--- src/rtl/core/bvtm_pkg.sv ---
// Shared widths, register indexes, classifier constants and codes for the battery monitor.
`default_nettype none

package bvtm_pkg;

   // Field widths
   localparam int SAMPLE_W   = 14;
   localparam int MAG_W      = 13;
   localparam int VREF_W     = 11;
   localparam int MV_W       = 14;
   localparam int PCT_W      = 7;
   localparam int CSR_DATA_W = 14;
   localparam int CSR_ADDR_W = 2;

   // Default burst length
   localparam int BURST_LENGTH_DEF = 8;

   // Configuration register indexes
   localparam logic [CSR_ADDR_W-1:0] CSR_VREF    = 2'd0;
   localparam logic [CSR_ADDR_W-1:0] CSR_DEEP    = 2'd1;
   localparam logic [CSR_ADDR_W-1:0] CSR_SUSPEND = 2'd2;

   // Register reset values
   localparam logic [VREF_W-1:0] VREF_RESET    = 11'd1200;
   localparam logic [MV_W-1:0]   DEEP_RESET    = 14'd2100;
   localparam logic [MV_W-1:0]   SUSPEND_RESET = 14'd1800;

   // Level steps (mV lower bounds, exclusive) and percentages
   localparam logic [MV_W-1:0] LVL_100_MV = 14'd3000;
   localparam logic [MV_W-1:0] LVL_90_MV  = 14'd2800;
   localparam logic [MV_W-1:0] LVL_70_MV  = 14'd2600;
   localparam logic [MV_W-1:0] LVL_40_MV  = 14'd2400;
   localparam logic [MV_W-1:0] LVL_20_MV  = 14'd2300;

   localparam logic [PCT_W-1:0] PCT_100 = 7'd100;
   localparam logic [PCT_W-1:0] PCT_90  = 7'd90;
   localparam logic [PCT_W-1:0] PCT_70  = 7'd70;
   localparam logic [PCT_W-1:0] PCT_40  = 7'd40;
   localparam logic [PCT_W-1:0] PCT_20  = 7'd20;
   localparam logic [PCT_W-1:0] PCT_0   = 7'd0;

   // Minimum level change that gets reported
   localparam logic [PCT_W-1:0] HYST_STEP = 7'd2;

   // Margin above the deep threshold for a good battery
   localparam logic [MV_W:0] GOOD_MARGIN_MV = 15'd200;

   // Scaling shift after multiplying by the reference
   localparam int SCALE_SHIFT = 10;

   typedef enum logic [1:0] {
      STATUS_GOOD = 2'd0,
      STATUS_POOR = 2'd1,
      STATUS_LOW  = 2'd2
   } batt_status_type;

   typedef enum logic [1:0] {
      PWR_NORMAL  = 2'd0,
      PWR_DEEP    = 2'd1,
      PWR_SUSPEND = 2'd2
   } pwr_action_type;

endpackage

`default_nettype wire

--- src/rtl/core/battery_voltage_trimmed_mean_monitor_unit.sv ---
// Battery monitor: insertion-sorted burst, trimmed mean, scaling and level classifier.
// After a request the block is busy with insertion (one compare-and-shift per cycle,
//   the sample sinking until it reaches its sorted position).
// On the last sample of a burst it then sums the kept entries (one adder pass per kept
//   entry) and runs mean multiply, scale multiply and classify; the result strobe follows.
// One request per busy period: start is taken only while idle; no stall from the receiver.
// Reset (synchronous, active high) clears the burst position and reported level and
//   loads the register defaults.
`default_nettype none

module battery_voltage_trimmed_mean_monitor_unit #(
   parameter int BURST_LENGTH = bvtm_pkg::BURST_LENGTH_DEF
) (
   input  wire logic                           clock,
   input  wire logic                           reset,
   input  wire logic                           start,
   output logic                                busy,
   input  wire logic [bvtm_pkg::SAMPLE_W-1:0]  req_raw_sample,
   input  wire logic                           req_link_connected,
   output logic                                rsp_valid,
   output logic [bvtm_pkg::MV_W-1:0]           rsp_voltage_mv,
   output logic [bvtm_pkg::PCT_W-1:0]          rsp_percent,
   output logic                                rsp_notify,
   output logic [1:0]                          rsp_battery_status,
   output logic [1:0]                          rsp_power_action,
   input  wire logic                           csr_we,
   input  wire logic [bvtm_pkg::CSR_ADDR_W-1:0] csr_addr,
   input  wire logic [bvtm_pkg::CSR_DATA_W-1:0] csr_wdata
);

   import bvtm_pkg::*;

   localparam int TRIM      = BURST_LENGTH / 4;
   localparam int KEEP      = BURST_LENGTH - 2 * TRIM;
   localparam int IDX_W     = $clog2(BURST_LENGTH);
   localparam int SUM_W     = $clog2(KEEP * ((1 << MAG_W) - 1) + 1);
   localparam int RECIP_SH  = 20;
   localparam int RECIP     = ((1 << RECIP_SH) + KEEP - 1) / KEEP;
   localparam int MUL_B_W   = 21;
   localparam int PROD_W    = SUM_W + MUL_B_W;

   localparam logic [IDX_W-1:0] LAST_POS  = IDX_W'(BURST_LENGTH - 1);
   localparam logic [IDX_W-1:0] FIRST_KEEP = IDX_W'(TRIM);
   localparam logic [IDX_W-1:0] LAST_KEEP = IDX_W'(TRIM + KEEP - 1);

   typedef enum logic [5:0] {
      ST_IDLE     = 6'b000001,
      ST_INSERT   = 6'b000010,
      ST_SUM      = 6'b000100,
      ST_DIV      = 6'b001000,
      ST_SCALE    = 6'b010000,
      ST_CLASSIFY = 6'b100000
   } state_type;

   // Control and payload registers
   state_type          state_ff, state_in;
   logic [IDX_W-1:0]   sample_index_ff, sample_index_in;
   logic [IDX_W-1:0]   pos_ff, pos_in;
   logic [IDX_W-1:0]   acc_idx_ff, acc_idx_in;
   logic [MAG_W-1:0]   key_ff, key_in;
   logic               link_ff, link_in;
   logic [SUM_W-1:0]   acc_ff, acc_in;
   logic [MAG_W-1:0]   avg_ff, avg_in;
   logic [MV_W-1:0]    mv_ff, mv_in;
   logic [PCT_W-1:0]   reported_ff, reported_in;

   logic [VREF_W-1:0]  vref_ff;
   logic [MV_W-1:0]    deep_ff;
   logic [MV_W-1:0]    suspend_ff;

   logic               rsp_valid_ff, rsp_valid_in;
   logic [MV_W-1:0]    rsp_mv_ff, rsp_mv_in;
   logic [PCT_W-1:0]   rsp_pct_ff, rsp_pct_in;
   logic               rsp_notify_ff, rsp_notify_in;
   batt_status_type    rsp_status_ff, rsp_status_in;
   pwr_action_type     rsp_action_ff, rsp_action_in;

   // Sorted sample store
   logic [MAG_W-1:0]   sort_ff [BURST_LENGTH];
   logic               wr_en;
   logic [IDX_W-1:0]   wr_addr;
   logic [MAG_W-1:0]   wr_data;
   logic [IDX_W-1:0]   rd_addr;
   logic [MAG_W-1:0]   rd_data;

   // Shared multiplier
   logic [SUM_W-1:0]   mul_a;
   logic [MUL_B_W-1:0] mul_b;
   logic [PROD_W-1:0]  prod;

   // Classifier terms
   logic [MAG_W-1:0]   req_mag;
   logic [PCT_W-1:0]   pct;
   logic [PCT_W-1:0]   diff;
   logic [MV_W:0]      good_mv;
   logic               is_low;

   assign req_mag = req_raw_sample[SAMPLE_W-1] ? '0 : req_raw_sample[MAG_W-1:0];

   // Read port: neighbor below during insertion, kept entry while summing
   always_comb begin
      if (state_ff == ST_SUM) begin
         rd_addr = acc_idx_ff;
      end else begin
         rd_addr = pos_ff - IDX_W'(1);
      end
   end

   assign rd_data = sort_ff[rd_addr];

   // Multiplier operands: reciprocal of KEEP for the mean, then the reference
   always_comb begin
      if (state_ff == ST_DIV) begin
         mul_a = acc_ff;
         mul_b = MUL_B_W'(RECIP);
      end else begin
         mul_a = SUM_W'(avg_ff);
         mul_b = MUL_B_W'(vref_ff);
      end
   end

   assign prod = PROD_W'(mul_a) * PROD_W'(mul_b);

   // Stepped level from the voltage
   always_comb begin
      if (mv_ff > LVL_100_MV) begin
         pct = PCT_100;
      end else if (mv_ff > LVL_90_MV) begin
         pct = PCT_90;
      end else if (mv_ff > LVL_70_MV) begin
         pct = PCT_70;
      end else if (mv_ff > LVL_40_MV) begin
         pct = PCT_40;
      end else if (mv_ff > LVL_20_MV) begin
         pct = PCT_20;
      end else begin
         pct = PCT_0;
      end
   end

   assign diff    = (reported_ff > pct) ? (reported_ff - pct) : (pct - reported_ff);
   assign good_mv = {1'b0, deep_ff} + GOOD_MARGIN_MV;
   assign is_low  = mv_ff < deep_ff;

   // Sequencer
   always_comb begin
      state_in        = state_ff;
      sample_index_in = sample_index_ff;
      pos_in          = pos_ff;
      key_in          = key_ff;
      link_in         = link_ff;
      acc_in          = acc_ff;
      acc_idx_in      = acc_idx_ff;
      avg_in          = avg_ff;
      mv_in           = mv_ff;
      reported_in     = reported_ff;
      rsp_valid_in    = 1'b0;
      rsp_mv_in       = rsp_mv_ff;
      rsp_pct_in      = rsp_pct_ff;
      rsp_notify_in   = rsp_notify_ff;
      rsp_status_in   = rsp_status_ff;
      rsp_action_in   = rsp_action_ff;
      wr_en           = 1'b0;
      wr_addr         = pos_ff;
      wr_data         = key_ff;

      case (state_ff)
         ST_IDLE: begin
            if (start) begin
               key_in   = req_mag;
               pos_in   = sample_index_ff;
               link_in  = req_link_connected;
               state_in = ST_INSERT;
            end
         end
         ST_INSERT: begin
            wr_en = 1'b1;
            if ((pos_ff != '0) && (rd_data > key_ff)) begin
               // shift larger neighbor up, keep sinking
               wr_data = rd_data;
               pos_in  = pos_ff - IDX_W'(1);
            end else begin
               wr_data = key_ff;
               if (sample_index_ff == LAST_POS) begin
                  sample_index_in = '0;
                  acc_in          = '0;
                  acc_idx_in      = FIRST_KEEP;
                  state_in        = ST_SUM;
               end else begin
                  sample_index_in = sample_index_ff + IDX_W'(1);
                  state_in        = ST_IDLE;
               end
            end
         end
         ST_SUM: begin
            acc_in = acc_ff + SUM_W'(rd_data);
            if (acc_idx_ff == LAST_KEEP) begin
               state_in = ST_DIV;
            end else begin
               acc_idx_in = acc_idx_ff + IDX_W'(1);
            end
         end
         ST_DIV: begin
            avg_in   = prod[RECIP_SH +: MAG_W];
            state_in = ST_SCALE;
         end
         ST_SCALE: begin
            mv_in    = prod[SCALE_SHIFT +: MV_W];
            state_in = ST_CLASSIFY;
         end
         ST_CLASSIFY: begin
            rsp_valid_in  = 1'b1;
            rsp_mv_in     = mv_ff;
            rsp_pct_in    = pct;
            rsp_notify_in = 1'b0;
            if (diff >= HYST_STEP) begin
               reported_in   = pct;
               rsp_notify_in = link_ff;
            end
            if ({1'b0, mv_ff} > good_mv) begin
               rsp_status_in = STATUS_GOOD;
            end else if (is_low) begin
               rsp_status_in = STATUS_LOW;
            end else begin
               rsp_status_in = STATUS_POOR;
            end
            if (!is_low) begin
               rsp_action_in = PWR_NORMAL;
            end else if (mv_ff <= suspend_ff) begin
               rsp_action_in = PWR_SUSPEND;
            end else begin
               rsp_action_in = PWR_DEEP;
            end
            state_in = ST_IDLE;
         end
         default: begin
            state_in = ST_IDLE;
         end
      endcase
   end

   // Control state
   always_ff @(posedge clock) begin
      if (reset) begin
         state_ff        <= ST_IDLE;
         sample_index_ff <= '0;
         reported_ff     <= '0;
         rsp_valid_ff    <= 1'b0;
      end else begin
         state_ff        <= state_in;
         sample_index_ff <= sample_index_in;
         reported_ff     <= reported_in;
         rsp_valid_ff    <= rsp_valid_in;
      end
   end

   // Configuration registers
   always_ff @(posedge clock) begin
      if (reset) begin
         vref_ff    <= VREF_RESET;
         deep_ff    <= DEEP_RESET;
         suspend_ff <= SUSPEND_RESET;
      end else if (csr_we) begin
         case (csr_addr)
            CSR_VREF:    vref_ff    <= csr_wdata[VREF_W-1:0];
            CSR_DEEP:    deep_ff    <= csr_wdata[MV_W-1:0];
            CSR_SUSPEND: suspend_ff <= csr_wdata[MV_W-1:0];
            default: begin
            end
         endcase
      end
   end

   // Payload registers
   always_ff @(posedge clock) begin
      pos_ff        <= pos_in;
      key_ff        <= key_in;
      link_ff       <= link_in;
      acc_ff        <= acc_in;
      acc_idx_ff    <= acc_idx_in;
      avg_ff        <= avg_in;
      mv_ff         <= mv_in;
      rsp_mv_ff     <= rsp_mv_in;
      rsp_pct_ff    <= rsp_pct_in;
      rsp_notify_ff <= rsp_notify_in;
      rsp_status_ff <= rsp_status_in;
      rsp_action_ff <= rsp_action_in;
   end

   // Sample store write
   always_ff @(posedge clock) begin
      if (wr_en) begin
         sort_ff[wr_addr] <= wr_data;
      end
   end

   assign busy               = (state_ff != ST_IDLE);
   assign rsp_valid          = rsp_valid_ff;
   assign rsp_voltage_mv     = rsp_mv_ff;
   assign rsp_percent        = rsp_pct_ff;
   assign rsp_notify         = rsp_notify_ff;
   assign rsp_battery_status = rsp_status_ff;
   assign rsp_power_action   = rsp_action_ff;

`ifndef ASSERT_OFF
   // A result only follows the classify step
   a_rsp_after_classify: assert property (@(posedge clock) disable iff (reset)
      rsp_valid |-> $past(state_ff == ST_CLASSIFY))
      else $error("result strobe without classify step");

   // Burst position stays inside the burst
   a_index_range: assert property (@(posedge clock) disable iff (reset)
      sample_index_ff <= LAST_POS)
      else $error("burst position out of range");

   // A sleep action (deep or suspend) is only requested for a low battery
   a_suspend_low: assert property (@(posedge clock) disable iff (reset)
      (rsp_valid && (rsp_power_action != PWR_NORMAL)) |-> (rsp_battery_status == STATUS_LOW))
      else $error("sleep action without low status");

   // A notification always carries the level that is now recorded as the last report
   a_notify_level: assert property (@(posedge clock) disable iff (reset)
      (rsp_valid && rsp_notify) |-> (reported_ff == rsp_percent))
      else $error("notification without level update");
`endif

endmodule

`default_nettype wire
--- config.mk ---
export PLATFORM = sky130hd
export DESIGN_NAME = battery_voltage_trimmed_mean_monitor_unit
export DESIGN_NICKNAME = d
export VERILOG_FILES = /design/src/rtl/core/bvtm_pkg.sv /design/src/rtl/core/battery_voltage_trimmed_mean_monitor_unit.sv
export SDC_FILE = /design/constraint.sdc
export NUM_CORES = 1
export LEC_CHECK = 0
export BUFFER_PORTS_ARGS = -buffer_cell sky130_fd_sc_hd__buf_2
export CAP_MARGIN = 25
export CORE_MARGIN = 5
export CORE_UTILIZATION = 30
export CTS_CLUSTER_SIZE = 40
export DETAILED_ROUTE_END_ITERATION = 8
export PLACE_DENSITY = 0.49
export SLEW_MARGIN = 20
export SYNTH_ARGS = -nofsm -noshare
export SYNTH_HDL_FRONTEND = slang
export SYNTH_SLANG_ARGS = --single-unit
--- constraint.sdc ---
create_clock -name clock -period 13.79 [get_ports clock]
set_input_delay 1.379 -clock clock [delete_from_list [all_inputs] [get_ports clock]]
set_output_delay 1.379 -clock clock [all_outputs]
set_load 0.005 [all_outputs]
After elaboration in Yosys (flattened, before gate mapping)
Memories as Yosys holds them, arrays and structs flattened.
Index checks and enable logic that the tools add are counted.
{"block": "op_classes", "bitwise_logic": 1, "n_mul": 1, "magnitude_cmp": 11, "n_addsub": 7, "n_eq_ne": 17, "mux": 33, "reduce_logical": 15}
{"op": "> comparator 14 x 12 -> 1 bit, second input constant", "count": 5}
{"op": "two-way mux 15 bit", "count": 3}
{"op": "multiplier 15 x 21 -> 33 bit", "count": 1}
{"op": "one-hot mux 15 bit (2 select lines)", "count": 1}
{"op": "one-hot mux 6 bit (5 select lines)", "count": 1}
{"op": "two-way mux 7 bit", "count": 4}
{"op": "two-way mux 13 bit", "count": 2}
{"op": "two-way mux 3 bit", "count": 8}
{"op": "two-way mux 6 bit", "count": 4}
{"op": "two-way mux 19 bit", "count": 1}
{"op": "adder 14 x 8 -> 15 bit, second input constant", "count": 1}
{"op": "adder 15 x 13 -> 15 bit", "count": 1}
{"op": "> comparator 14 x 15 -> 1 bit", "count": 1}
{"op": "<= comparator 14 bit", "count": 1}
{"op": "less-than comparator 14 bit", "count": 1}
{"op": "subtractor 7 bit", "count": 2}
{"op": "> comparator 13 bit", "count": 1}
{"op": "one-hot mux 3 bit (2 select lines)", "count": 2}
{"op": "AND reduction 2 bit", "count": 6}
{"op": "!= test 2 bit, second input constant", "count": 5}
{"op": "AND reduction 3 bit", "count": 3}
{"op": "greater-or-equal comparator 7 x 2 -> 1 bit, second input constant", "count": 1}
{"op": "> comparator 7 bit", "count": 1}
{"op": "adder 3 x 1 -> 3 bit, second input constant", "count": 2}
{"op": "other kinds (21)", "count": 27}
{"block": "word_totals", "reg_bits": 144, "n_memories": 1, "in_bits": 35, "out_inout_bits": 28, "ram_bits": 104}
{"memory": "sort_ff", "depth": 8, "word_bits": 13, "rd": 1, "rd_ports_with_merged_regs": 0, "write_ports": 1, "line_no": "battery_voltage_trimmed_mean_monitor_unit.sv:79", "text": "logic [MAG_W-1:0] sort_ff [BURST_LENGTH];"}

Longest topological paths before layout
{"block": "depth", "word_depth": 10, "mapped_depth": 27, "ltp_nobuf": 24}

Least setup slack after synthesis
No wires, ideal clock.
{"block": "synth_timing", "kind": "register to register", "start": "register state_ff[2]", "end": "register avg_ff[11], data pin", "path_stages_with_launch": 26, "t_arrival_ns": 6.887, "path_slack_ns": 6.647, "setup_ns": 0.255, "path_buffers": 3, "cell_sequence": "dfxtp_1 or4_1 or3b_1 clkbuf_1 clkbuf_1 clkbuf_1 and3_1 fa_1 inv_1 fa_1 inv_1 fa_1 fa_1 fa_1 inv_1 fa_1 inv_1 ha_1 nand4_1 nor2_1 and3_1 a21o_1 a21oi_4 o31ai_2 a211oi_2 a31o_1"}
{"block": "synth_via", "elab_chain_cells": 3, "word_cells_on_any_way": 4, "cone_classes": "1 x mul; 1 x eq/ne; 2 x mux"}
{"item": "start, declared", "line_no": "battery_voltage_trimmed_mean_monitor_unit.sv:56", "text": "state_type state_ff, state_in;"}
{"item": "start signal, assigned", "line_no": "battery_voltage_trimmed_mean_monitor_unit.sv:250", "text": "state_ff <= state_in;"}
{"item": "equality test 6 x 4 -> 1 bit *", "line_no": "battery_voltage_trimmed_mean_monitor_unit.sv:113", "text": "if (state_ff == ST_DIV) begin"}
{"item": "two-way mux 15 bit / two-way mux 19 bit (equally long branches)", "line_no": "battery_voltage_trimmed_mean_monitor_unit.sv:113"}
{"item": "multiplier 15 x 21 -> 33 bit *", "line_no": "battery_voltage_trimmed_mean_monitor_unit.sv:122", "text": "assign prod = PROD_W'(mul_a) * PROD_W'(mul_b);"}
{"item": "named net prod[31]", "line_no": "battery_voltage_trimmed_mean_monitor_unit.sv:89", "text": "logic [PROD_W-1:0] prod;"}
{"item": "end signal, assigned", "line_no": "battery_voltage_trimmed_mean_monitor_unit.sv:281", "text": "avg_ff <= avg_in;"}
{"item": "end, declared", "line_no": "battery_voltage_trimmed_mean_monitor_unit.sv:63", "text": "logic [MAG_W-1:0] avg_ff, avg_in;"}
The timed path passes the listed nets; every way through them passes the cells marked *.
A chain may end at the register's enable or synchronous reset.

Worst setup path after layout
Same ends and word-level chain as after synthesis.

==> impl_metrics.prom <==
# TYPE chip_impl_metric gauge
chip_impl_metric{name="multi_input_area",unit="µm²"} 10100
chip_impl_metric{name="netlist-cell-type-count",unit=""} 71
chip_impl_metric{name="min_period",unit="ps"} 7390
chip_impl_metric{name="post_synth_inst_count",unit=""} 1672
chip_impl_metric{name="grt.total_usage",unit="%"} 13.5
chip_impl_metric{name="place.gp.congestion",unit=""} 0.820
chip_impl_metric{name="drv.max_cap_violation_count",unit=""} 0
chip_impl_metric{name="dp_cells",unit=""} 2476
chip_impl_info{name="synthFlopType",value="edfxtp_1"} 1
chip_impl_info{name="layout_common_cells",value="inv_1 (226), edfxtp_1 (191), ha_1 (182)"} 1
chip_impl_metric{name="seq_total_area_yosys",unit="%"} 38.2
chip_impl_metric{name="grt_start_max_net_pins",unit=""} 67
chip_impl_metric{name="io_buffers",unit=""} 61
chip_impl_metric{name="drcViolationCount",unit=""} 0
chip_impl_metric{name="seqCellArea",unit="µm²"} 6840
chip_impl_metric{name="layout_worst_path_cycle_share",unit="%"} 53.6
chip_impl_metric{name="p_leak",unit="nW"} 8.70
chip_impl_metric{name="hold_viol",unit=""} 0
chip_impl_metric{name="tritoncts.num_buffers",unit=""} 26
chip_impl_metric{name="worst_setup_hold_path_clk_slew",unit="ps"} 60
chip_impl_metric{name="nFillCells",unit=""} 6031
chip_impl_metric{name="ys_warn_count",unit=""} 0
chip_impl_metric{name="design.portCount",unit=""} 63
chip_impl_metric{name="cts_buffer_depth",unit=""} 3
chip_impl_info{name="mostFrequentLayoutCell",value="inv_1"} 1
chip_impl_metric{name="drive_gt1_share",unit="%"} 10.2
chip_impl_metric{name="first_global_vias",unit=""} 12500
chip_impl_metric{name="final-instance-count-excl-fill",unit=""} 2525
chip_impl_metric{name="worst-slew-pin-transition",unit="ps"} 979
chip_impl_metric{name="insertion_delay",unit="ps"} 550
chip_impl_metric{name="fin_tns_setup",unit="ps"} 0
chip_impl_metric{name="detail_route.vias_per_cell",unit=""} 4.85
chip_impl_metric{name="detail_route.wl_per_cell",unit="µm"} 17.3
chip_impl_metric{name="h_tree_depth",unit=""} 1
chip_impl_metric{name="effective_utilization_at_floorplan",unit="%"} 30.3
chip_impl_metric{name="cts_repair_resize_count",unit=""} 0
chip_impl_metric{name="number_of_antenna_violations_at_the_first_check_in_global_routing",unit=""} 0
chip_impl_metric{name="die_area",unit="µm²"} 64700
chip_impl_info{name="worstPathCellList",value="or4_1 -> or3b_4 -> and3_1 -> fa_1 -> inv_1 -> fa_1 -> inv_1 -> fa_1 -> inv_1 -> fa_1 -> inv_1 -> fa_1 -> inv_1 -> fa_1 -> inv_1 -> ha_1 -> nand2_1 -> nor2_1 -> and3_1 -> a21o_1 -> a21oi_4 -> o31ai_2 -> a211oi_2 -> a31o_1"} 1
chip_impl_metric{name="worst_slew_margin_rel",unit="%"} 34.7
chip_impl_metric{name="power_per_cell_area",unit="nW/µm²"} 141
chip_impl_metric{name="clock_skew",unit="ps"} 18.8
chip_impl_metric{name="cts_hold_buf",unit=""} 0
chip_impl_metric{name="die-width",unit="µm"} 254
chip_impl_metric{name="drt-total-wl",unit="µm"} 43700
chip_impl_info{name="worstSetupEndpoint",value="avg_ff[11]"} 1
chip_impl_metric{name="antenna_cells",unit=""} 0
chip_impl_metric{name="setup_viol",unit=""} 0
chip_impl_info{name="rsz_0062_raised_after_global_routing",value="false"} 1
chip_impl_metric{name="worst-r2r-cell-count",unit=""} 24
chip_impl_info{name="hold_path_class",value="register to register"} 1
chip_impl_info{name="cts_tree",value="yes"} 1
chip_impl_metric{name="route.vias.total",unit=""} 12300
chip_impl_metric{name="total_power",unit="mW"} 2.82
chip_impl_info{name="cpMaxStageDelayCell",value="or3b_4"} 1
chip_impl_metric{name="dpl_cell_area",unit="µm²"} 19100
chip_impl_metric{name="core_area",unit="µm²"} 59000
chip_impl_info{name="critPathKind",value="register to register"} 1
chip_impl_metric{name="avgSynthCellArea",unit="µm²"} 10.7
chip_impl_metric{name="synth_top_cell_area_share",unit="%"} 32.0
chip_impl_info{name="critical_path.reg2reg.startpoint",value="state_ff[2]"} 1
chip_impl_metric{name="hold_slack",unit="ps"} 458
chip_impl_metric{name="design.final.nets",unit=""} 2072
chip_impl_metric{name="final.setup.worst_slack",unit="ps"} 6400
chip_impl_info{name="critical_path.endpoint_type",value="register"} 1
chip_impl_metric{name="maxSlewViolCount",unit=""} 0
chip_impl_metric{name="vdd_ir_drop_max",unit="mV"} 0.102
chip_impl_metric{name="grt_pass1_wl",unit="µm"} 69900
chip_impl_metric{name="rows",unit=""} 89
chip_impl_info{name="leading_area_contributor_after_synthesis",value="edfxtp_1"} 1
chip_impl_info{name="reg2reg_capture_point",value="avg_ff[11]"} 1
chip_impl_info{name="run_status",value="completed"} 1
chip_impl_metric{name="critPathArrivalTime",unit="ps"} 7690
chip_impl_metric{name="drt-pass1-iter-count",unit=""} 5
chip_impl_metric{name="finished_layout_cell_area",unit="µm²"} 20000
chip_impl_metric{name="synth_seq_cells",unit=""} 246
chip_impl_metric{name="die_y",unit="µm"} 254
chip_impl_metric{name="cp_max_fo",unit=""} 63
chip_impl_metric{name="synthArstFlopShare",unit="%"} 0
chip_impl_metric{name="placement_stage_worst_setup_slack",unit="ps"} 6450
chip_impl_metric{name="clock_sink_count",unit=""} 246
chip_impl_metric{name="critical-path-max-stage-delay",unit="ps"} 640
chip_impl_metric{name="synthToLayoutAreaGrowth",unit="%"} 11.6
chip_impl_metric{name="highest_attainable_clock_frequency",unit="MHz"} 135
chip_impl_info{name="critPathLaunch",value="state_ff[2]"} 1
chip_impl_metric{name="drt_first_iter_violations",unit=""} 831
chip_impl_metric{name="worstPathRequired",unit="ps"} 14090
chip_impl_info{name="timing.critical_path.from_type",value="register"} 1
chip_impl_metric{name="grt_remaining_overflow",unit=""} 0
chip_impl_metric{name="post-route-util",unit="%"} 33.9
chip_impl_info{name="synthTopCellsByArea",value="edfxtp_1 (32%), fa_1 (14%), ha_1 (13%)"} 1
chip_impl_info{name="clock_tree.root_cell",value="clkbuf_16"} 1
chip_impl_metric{name="timing.reg2reg.setup_slack",unit="ps"} 6400
chip_impl_metric{name="synth_enable_flop_cells",unit=""} 191
chip_impl_metric{name="post_cts.repair.setup_buffers",unit=""} 0
chip_impl_metric{name="dpl.hpwl",unit="µm"} 32500
chip_impl_metric{name="cell_area_after_synthesis",unit="µm²"} 17900
chip_impl_metric{name="antenna_violating_nets_post_route",unit=""} 0
==> cells in the mapped netlist (29+ instances only) <==
| master | number |
|---|---|
| a21oi_1 | 97 |
| and3_1 | 102 |
| clkbuf_1 | 50 |
| dfxtp_1 | 55 |
| edfxtp_1 | 191 |
| fa_1 | 123 |
| ha_1 | 182 |
| inv_1 | 226 |
| nand2_1 | 155 |
| nand3_1 | 47 |
| nor2_1 | 77 |
| o21ai_0 | 36 |
| xnor2_1 | 29 |
==> critical path: cells and delay by family, from the launching register on <==
kind / cells / cell delay [ps]
fa+ha+maj: 7 / 3440
simple gates: 6 / 1880
compound gates: 5 / 1120
flops: 1 / 350
buf+inv: 6 / 300
==> cell type report <==
cell class                      instances  share of cell area, %
Clock buffer                           40                   3.87
Clock inverter                          8                  0.282
Inverter                              227                   4.26
Multi-Input combinational cell       1158                   50.5
Sequential cell                       246                   34.2
Tap cell                              773                   4.84
Timing Repair Buffer                   73                   2.05
==> routing by layer <==
metal | wire length (µm) | GRT usage (%) | part of all wire, % | vias to the layer above
met5 | 0 | 0 | 0 | -
met4 | 743 | 2.55 | 1.7 | 0
met3 | 1830 | 1.92 | 4.2 | 48
met2 | 20800 | 22.8 | 48 | 222
met1 | 20300 | 18.6 | 47 | 6072
li1 | - | - | - | 5908
==> flip-flops by register name (all words and copies together) (netlist names) <==
name and flops:
suspend_ff 14, rsp_notify 1, avg_ff 13, vref_ff 11
state_ff 6, sample_index_ff 3, deep_ff 14, acc_idx_ff 3
rsp_percent 6, rsp_valid 1, reported_ff 6, rsp_battery_status 2
sort_ff 104, acc_ff 15, link_ff 1, rsp_power_action 2
mv_ff 14, pos_ff 3, rsp_voltage_mv 14, key_ff 13
==> logic make-up (layout without fill, tap and decap cells) <==
logic type,Yosys count,after routing,synth area share (%)
other,2,23,0.0419
flip-flops,246,246,38.2
buffers and inverters,289,348,6.23
multiplexers,47,47,4.53
AND/OR/NAND/NOR,501,501,14.0
AO/OA/AOI/OAI,241,241,8.59
XOR/XNOR,41,41,2.01
adder cells (fa/ha/maj),305,305,26.5
==> power breakdown <==
group | internal [mW] | switching, mW
Sequential | 0.866 | 0.0213
Combinational | 0.514 | 0.732
Clock | 0.387 | 0.302
Total | 1.77 | 1.05
==> worst min path at each step <==
stage                    from  depth (start not counted)             end  slack [ps]
2_1_floorplan      deep_ff[1]                          2      deep_ff[1]         440
3_3_place_gp    suspend_ff[5]                          2   suspend_ff[5]         450
3_5_place_dp    suspend_ff[5]                          2   suspend_ff[5]         450
4_1_cts         suspend_ff[5]                          2   suspend_ff[5]         460
5_1_grt        suspend_ff[12]                          2  suspend_ff[12]         480
6_report        suspend_ff[5]                          2   suspend_ff[5]         460
Power figures use the tool's default switching activity.
